--- src/design/fsp_pkg.sv ---
// Shared types, constants and character tables for the framed sensor packet parser.
// Used by fsp_framer and framed_sensor_packet_parser; depends on nothing else.
`timescale 1ns / 1ps

package fsp_pkg;

  localparam int NUM_SENSORS = 8;
  localparam int REC_W = (NUM_SENSORS > 1) ? $clog2(NUM_SENSORS) : 1;
  localparam int CNT_W = $clog2(NUM_SENSORS + 1);
  localparam int BYTE_W = 8;
  localparam int VAL_W = 32;
  localparam int IDX_W = 3;
  localparam int POS_W = 3;

  localparam logic [POS_W-1:0] HDR_LAST = 3'd4;
  localparam logic [POS_W-1:0] REC_LAST = 3'd4;
  localparam logic [POS_W-1:0] FTR_LAST = 3'd2;
  localparam logic [REC_W-1:0] REC_MAX = REC_W'(NUM_SENSORS - 1);
  localparam logic [BYTE_W-1:0] CHAR_ZERO = 8'h30;

  typedef enum logic [1:0] {
    ST_HDR,
    ST_DATA,
    ST_FTR
  } state_t;

  typedef logic [NUM_SENSORS-1:0][VAL_W-1:0] store_t;

  typedef struct packed {
    logic done;
    logic busy;
  } frame_evt_t;

  function automatic logic [BYTE_W-1:0] hdr_char(input logic [POS_W-1:0] pos);
    logic [BYTE_W-1:0] c;
    unique case (pos)
      3'd0: c = 8'h73;
      3'd1: c = 8'h74;
      3'd2: c = 8'h61;
      3'd3: c = 8'h72;
      3'd4: c = 8'h74;
      default: c = 8'h00;
    endcase
    return c;
  endfunction

  function automatic logic [BYTE_W-1:0] ftr_char(input logic [POS_W-1:0] pos);
    logic [BYTE_W-1:0] c;
    unique case (pos)
      3'd0: c = 8'h65;
      3'd1: c = 8'h6e;
      3'd2: c = 8'h64;
      default: c = 8'h00;
    endcase
    return c;
  endfunction

endpackage

--- src/design/fsp_framer.sv ---
// Frame position tracker and value store for the framed sensor packet parser.
// Depends on fsp_pkg for the state type, character tables and store type.
`timescale 1ns / 1ps

module fsp_framer
  import fsp_pkg::*;
(
  input  logic              clk,
  input  logic              rst_n,
  input  logic              byte_fire,
  input  logic [BYTE_W-1:0] rx_byte,
  output frame_evt_t        evt,
  output store_t            store
);

  state_t            state_r, state_nxt;
  logic [POS_W-1:0]  pos_r, pos_nxt;
  logic [REC_W-1:0]  rec_r, rec_nxt;
  store_t            store_r;

  logic              match;
  logic              wr_en;
  logic [1:0]        lane;

  always_comb begin
    match = 1'b0;
    wr_en = 1'b0;
    lane  = 2'(pos_r - 3'd1);
    unique case (state_r)
      ST_HDR:  match = (rx_byte == hdr_char(pos_r));
      ST_DATA: begin
        if (pos_r == '0) begin
          match = (rx_byte == CHAR_ZERO + BYTE_W'(rec_r));
        end else begin
          match = 1'b1;
          wr_en = byte_fire;
        end
      end
      ST_FTR:  match = (rx_byte == ftr_char(pos_r));
      default: match = 1'b0;
    endcase
    evt.done = byte_fire && match && (state_r == ST_FTR) && (pos_r == FTR_LAST);
    evt.busy = (state_r == ST_FTR) && (pos_r == FTR_LAST);
  end

  always_comb begin
    state_nxt = state_r;
    pos_nxt   = pos_r;
    rec_nxt   = rec_r;
    if (byte_fire) begin
      if (!match) begin
        state_nxt = ST_HDR;
        pos_nxt   = '0;
        rec_nxt   = '0;
      end else begin
        unique case (state_r)
          ST_HDR: begin
            if (pos_r == HDR_LAST) begin
              state_nxt = ST_DATA;
              pos_nxt   = '0;
              rec_nxt   = '0;
            end else begin
              pos_nxt = pos_r + 3'd1;
            end
          end
          ST_DATA: begin
            if (pos_r == REC_LAST) begin
              pos_nxt = '0;
              if (rec_r == REC_MAX) begin
                state_nxt = ST_FTR;
                rec_nxt   = '0;
              end else begin
                rec_nxt = rec_r + REC_W'(1);
              end
            end else begin
              pos_nxt = pos_r + 3'd1;
            end
          end
          ST_FTR: begin
            if (pos_r == FTR_LAST) begin
              state_nxt = ST_HDR;
              pos_nxt   = '0;
            end else begin
              pos_nxt = pos_r + 3'd1;
            end
          end
          default: begin
            state_nxt = ST_HDR;
            pos_nxt   = '0;
            rec_nxt   = '0;
          end
        endcase
      end
    end
  end

  always_ff @(posedge clk) begin
    if (!rst_n) begin
      state_r <= ST_HDR;
      pos_r   <= '0;
      rec_r   <= '0;
    end else begin
      state_r <= state_nxt;
      pos_r   <= pos_nxt;
      rec_r   <= rec_nxt;
    end
  end

  // Every byte of every slot is rewritten within a frame before it is read out.
  always_ff @(posedge clk) begin
    if (wr_en) begin
      store_r[rec_r][8*lane +: 8] <= rx_byte;
    end
  end

  assign store = store_r;

endmodule

--- src/design/framed_sensor_packet_parser.sv ---
// Top level of the framed sensor packet parser: byte input, framing, result drain.
// Depends on fsp_pkg and fsp_framer.
`timescale 1ns / 1ps

// The block takes one received byte per word on the in_ channel and tracks its
// place in a frame: the header "start", eight records of an ASCII index digit
// and four value bytes (least significant first), then the footer "end".
// A byte that breaks the header, an index digit or the footer drops the
// partial frame and the parser waits for a new header.
// When the closing footer byte is accepted, the eight values are copied into
// an output buffer and presented on the out_ channel one word per cycle while
// out_ready is high, in index order, with out_last_value set on the eighth.
// Latency: the first result is valid in the cycle after the closing byte is
// accepted. Throughput: one input byte per cycle while in_ready is high; the
// frame's eight results drain while the next frame is already being received.
// If the receiver stalls, in_ready drops only while the parser waits for the
// closing footer byte and the previous frame's results are not all taken.
// Reset returns the parser to the header search and empties the output buffer.

module framed_sensor_packet_parser
  import fsp_pkg::*;
(
  input  logic              clk,
  input  logic              rst_n,
  input  logic              in_valid,
  output logic              in_ready,
  input  logic [BYTE_W-1:0] in_rx_byte,
  output logic              out_valid,
  input  logic              out_ready,
  output logic [IDX_W-1:0]  out_sensor_index,
  output logic [VAL_W-1:0]  out_sensor_value,
  output logic              out_last_value
);

  frame_evt_t       evt;
  store_t           store;
  store_t           buf_r;
  logic [REC_W-1:0] idx_r;
  logic [CNT_W-1:0] remain_r;
  logic             in_fire;
  logic             out_fire;

  assign in_ready = !(evt.busy && (remain_r != '0));
  assign in_fire  = in_valid && in_ready;
  assign out_fire = out_valid && out_ready;

  fsp_framer u_framer (
    .clk       (clk),
    .rst_n     (rst_n),
    .byte_fire (in_fire),
    .rx_byte   (in_rx_byte),
    .evt       (evt),
    .store     (store)
  );

  always_ff @(posedge clk) begin
    if (!rst_n) begin
      remain_r <= '0;
      idx_r    <= '0;
    end else if (evt.done) begin
      remain_r <= CNT_W'(NUM_SENSORS);
      idx_r    <= '0;
    end else if (out_fire) begin
      remain_r <= remain_r - CNT_W'(1);
      idx_r    <= idx_r + REC_W'(1);
    end
  end

  always_ff @(posedge clk) begin
    if (evt.done) begin
      buf_r <= store;
    end
  end

  assign out_valid        = (remain_r != '0);
  assign out_sensor_index = IDX_W'(idx_r);
  assign out_sensor_value = buf_r[idx_r];
  assign out_last_value   = (remain_r == CNT_W'(1));

`ifndef SYNTHESIS
  a_load_when_empty: assert property (@(posedge clk) disable iff (!rst_n)
    evt.done |-> (remain_r == '0))
    else $error("frame completed while results were still pending");

  a_last_empties: assert property (@(posedge clk) disable iff (!rst_n)
    (out_fire && out_last_value) |=> !out_valid)
    else $error("results remain after the last word was taken");

  a_drain_continues: assert property (@(posedge clk) disable iff (!rst_n)
    (out_fire && !out_last_value) |=> out_valid)
    else $error("result drain stopped before the last word");
`endif

endmodule
--- config.mk ---
export PLATFORM = sky130hd
export DESIGN_NAME = framed_sensor_packet_parser
export DESIGN_NICKNAME = d
export VERILOG_FILES = /design/src/design/fsp_pkg.sv /design/src/design/fsp_framer.sv /design/src/design/framed_sensor_packet_parser.sv
export SDC_FILE = /design/constraint.sdc
export NUM_CORES = 1
export LEC_CHECK = 0
export BUFFER_PORTS_ARGS = -buffer_cell sky130_fd_sc_hd__buf_2
export CAP_MARGIN = 5
export CORE_MARGIN = 4
export CORE_UTILIZATION = 30
export CTS_CLUSTER_SIZE = 30
export DETAILED_ROUTE_END_ITERATION = 8
export PLACE_DENSITY_LB_ADDON = 0.05
export SLEW_MARGIN = 0
export SYNTH_ARGS = -nofsm -noshare
export SYNTH_HDL_FRONTEND = slang
export SYNTH_HIERARCHICAL = 1
export SYNTH_SLANG_ARGS = --single-unit
--- constraint.sdc ---
create_clock -name clk -period 28.5 [get_ports clk]
set_input_delay 5.7 -clock clk [delete_from_list [all_inputs] [get_ports clk]]
set_output_delay 5.7 -clock clk [all_outputs]
set_load 0.005 [all_outputs]
==> impl_metrics.yaml <==
global_route:
  grt_pass1_wl_microns: 60800
  track_usage: 0.125
  antenna_found_initial: 1
  grt_max_degree: 80
  grt_pass1_vias: 8705
  grt_overflow_total: 0
worst_setup_path:
  path_cells: "buf_4 > mux4_1 > mux2_2 > buf_2"
  crit_path_start: "out_sensor_index[0]"
  endpoint_kind: "primary output"
  path_depth: 4
  cp_data_arrival_time_ns: 3.34
  r2r_cells: 10
  crit_slowest_cell: "dfxtp_4"
  critPathLaunchType: "register"
  r2r_start: "u_framer/pos_r[0]"
  cp_max_fo: 35
  crit_family: "multiplexers"
  ff2ff_setup_slack_ns: 23.50
  cp.required_ns: 22.80
  critical_path.max_stage_delay_ns: 0.89
  path_class: "register to primary output"
  timing.rr.end: "buf_r[172]"
  path_buf_inv: 2
  crit_path_end: "out_sensor_value[26]"
clocking:
  postCtsResizedCells: 0
  cts_tree: "yes"
  cts_setup_buffers: 0
  insertion_delay_ns: 0.60
  cts_buffers: 58
  cts.clk_slew.worst_paths_ns: 0.06
  clockBufferDepth: 3
  clock_sinks: 527
  cts.hold.buffers_added: 0
  htree_num_levels: 2
  cts-root-buf: "clkbuf_16"
finish:
  drive_above_1_share: 0.262
  insertedDiodeCount: 0
  area_delta_synth_final_pct: 17.3
  nets: 1009
sta:
  tns_ns: 0
  relSlewSlack: 0.221
  clock_skew_ns: 0.0237
  finalSetupViolCount: 0
  min_period_over_period: 0.317
  fin_crit_ns: 9.04
  hold_viol: 0
  finalMaxSlewViolations: 0
  max_clock_freq_ghz: 0.111
  rsz0062_at_grt: "false"
  tightest_slew_ns: 1.16
floorplanning:
  die_x_microns: 259
  dieArea_sq_mm: 0.0673
  coreArea_sq_mm: 0.0622
  rows: 91
  die_height_microns: 259
  start_util: 0.305
  ios: 50
logic_synthesis:
  yosysMostFrequentCell: "edfxtp_1"
  ys_seq_area_frac: 0.827
  yosys-top-cells-count: "512 x edfxtp_1, 67 x nor2_1, 61 x mux4_2, 33 x mux2_2, 25 x nand2_1"
  synthDominantCellAreaShare: 0.811
  avgSynthCellArea_sq_um: 21.7
  synthTopCellsByArea: "edfxtp_1 81%, mux4_2 7.2%, mux2_2 2.0%"
  synth_area_sq_mm: 0.0190
  synth_cell_type_count: 52
  synth_cells: 874
  ys_async_sr_fraction: 0
  ys.flop_type: "edfxtp_1"
  yosys.area.top_type: "edfxtp_1"
  synth-edff-count: 512
  ys_ff_latch: 527
  yosysWarnings: 6
  syn-num-nets: 897
detailed_routing:
  via_per_inst: 4.35
  drtIter0Drc: 531
  drc: 0
  dr.pass1.iters: 4
  postRouteAntennaNets: 0
  wl_per_cell_microns: 22.1
  finalWirelength_microns: 41500
  vias: 8151
power:
  internal-power_mw: 1.28
  pwr-share-comb: 0.007
  p_leak_nw: 7.11
  powerDensity_mw_per_mm2: 71.4
  power.share.switching: 0.192
  finalPower_mw: 1.59
  p_switching_mw: 0.305
  ir_drop_mv: 0.0376
  pwr-share-clk: 0.465
  power_frac_seq: 0.528
run_status:
  status: "completed"
hold_path:
  min_path_type: "register to register"
job:
  max_cap_viol_count: 0
placement:
  gp_congestion: 0.708
  dp_hpwl_microns: 23700
  numPortBuffers: 49
-- placed cells by master (no fill, tap or decap), types with 13 or more instances in the layout --
cell,Yosys,routed
edfxtp_1,512,512
mux4_2,61,61
buf_4,0,31
nand2_1,25,25
clkbuf_1,11,15
mux2_2,33,33
nor2_1,67,64
buf_2,5,49
clkbuf_16,0,59
nand2b_1,13,13
-- worst reg2reg max path, cell delays in order (launching register included) --
cell and delay (ns):
dfxtp_1 0.57, inv_1 0.25, ha_1 0.33, nor3_1 0.28, a31oi_1 0.11, a22oi_2 0.24, mux2i_2 0.30, nand4_2 0.25
nor2_4 0.66, buf_4 0.90, buf_4 0.71
-- layer usage --
metal / up-vias / share of wire / global-route usage
li1: 3733 / - / -
met1: 4184 / 0.43 / 0.166
met2: 153 / 0.49 / 0.206
met3: 79 / 0.046 / 0.0258
met4: 2 / 0.033 / 0.0436
met5: - / 0.00031 / 0
-- sequential cells by signal (all words and copies together), names as in the netlist --
| name | cells |
|---|---|
| u_framer/rec_r | 3 |
| u_framer/store | 256 |
| u_framer/pos_r | 3 |
| out_sensor_index | 3 |
| remain_r | 4 |
| u_framer/state_r | 2 |
| buf_r | 256 |
-- through the flow --
| step | util | hold WS [ns] | setup WS, ns | std cells | cell area [sq um] |
|---|---|---|---|---|---|
| 6_report | 0.358 | 0.404 | 19.46 | 1872 | 22200 |
| 5_1_grt | 0.358 | 0.411 | 19.14 | 1872 | 22200 |
| 4_1_cts | 0.358 | 0.396 | 19.23 | 1872 | 22200 |
| 3_5_place_dp | 0.327 | 0.405 | 18.98 | 1763 | 20300 |
| 3_3_place_gp | 0.327 | 0.400 | 18.98 | 1763 | 20300 |
| 2_1_floorplan | - | 0.400 | 10.28 | 874 | 19000 |
-- power by group through the flow --
stage	Combinational [mW]	Sequential, mW	Clock [mW]
global placement	0.0116	0.855	0
detailed placement	0.0116	0.855	0
CTS	0.0116	0.838	0.768
floorplan	0.00600	0.855	0
finish	0.0112	0.839	0.739
global route	0.0123	0.838	0.802
-- worst min path at each step --
stage                        startpoint          to  slack (ns)  depth (start not counted)
floorplan             u_framer/store[0]    buf_r[0]        0.40                          0
global placement    u_framer/store[246]  buf_r[246]        0.40                          0
CTS                  u_framer/store[28]   buf_r[28]        0.40                          0
detailed placement  u_framer/store[109]  buf_r[109]        0.40                          0
finish               u_framer/store[28]   buf_r[28]        0.40                          0
global route         u_framer/store[28]   buf_r[28]        0.41                          0
-- cell families after synthesis --
family                     count (synthesis)  synth area share
adders and majority gates                 11           0.00726
DFF                                      527             0.827
and+or+nand+nor                          156            0.0411
muxes                                    102            0.0991
AOI/OAI and AO/OA                         33            0.0119
buffers and inverters                     37            0.0100
xor gates and xnor gates                   8           0.00370
-- area by class of cell --
class | count | area (sq um)
clock buffer | 74 | 1530
clock inverter | 35 | 364
fill | 5892 | 39900
inverter | 9 | 33.8
multi-input combinational | 310 | 3100
sequential | 527 | 15700
tap | 837 | 1050
timing repair buffer | 80 | 478
Note: power is estimated with default switching activity, not from simulation.
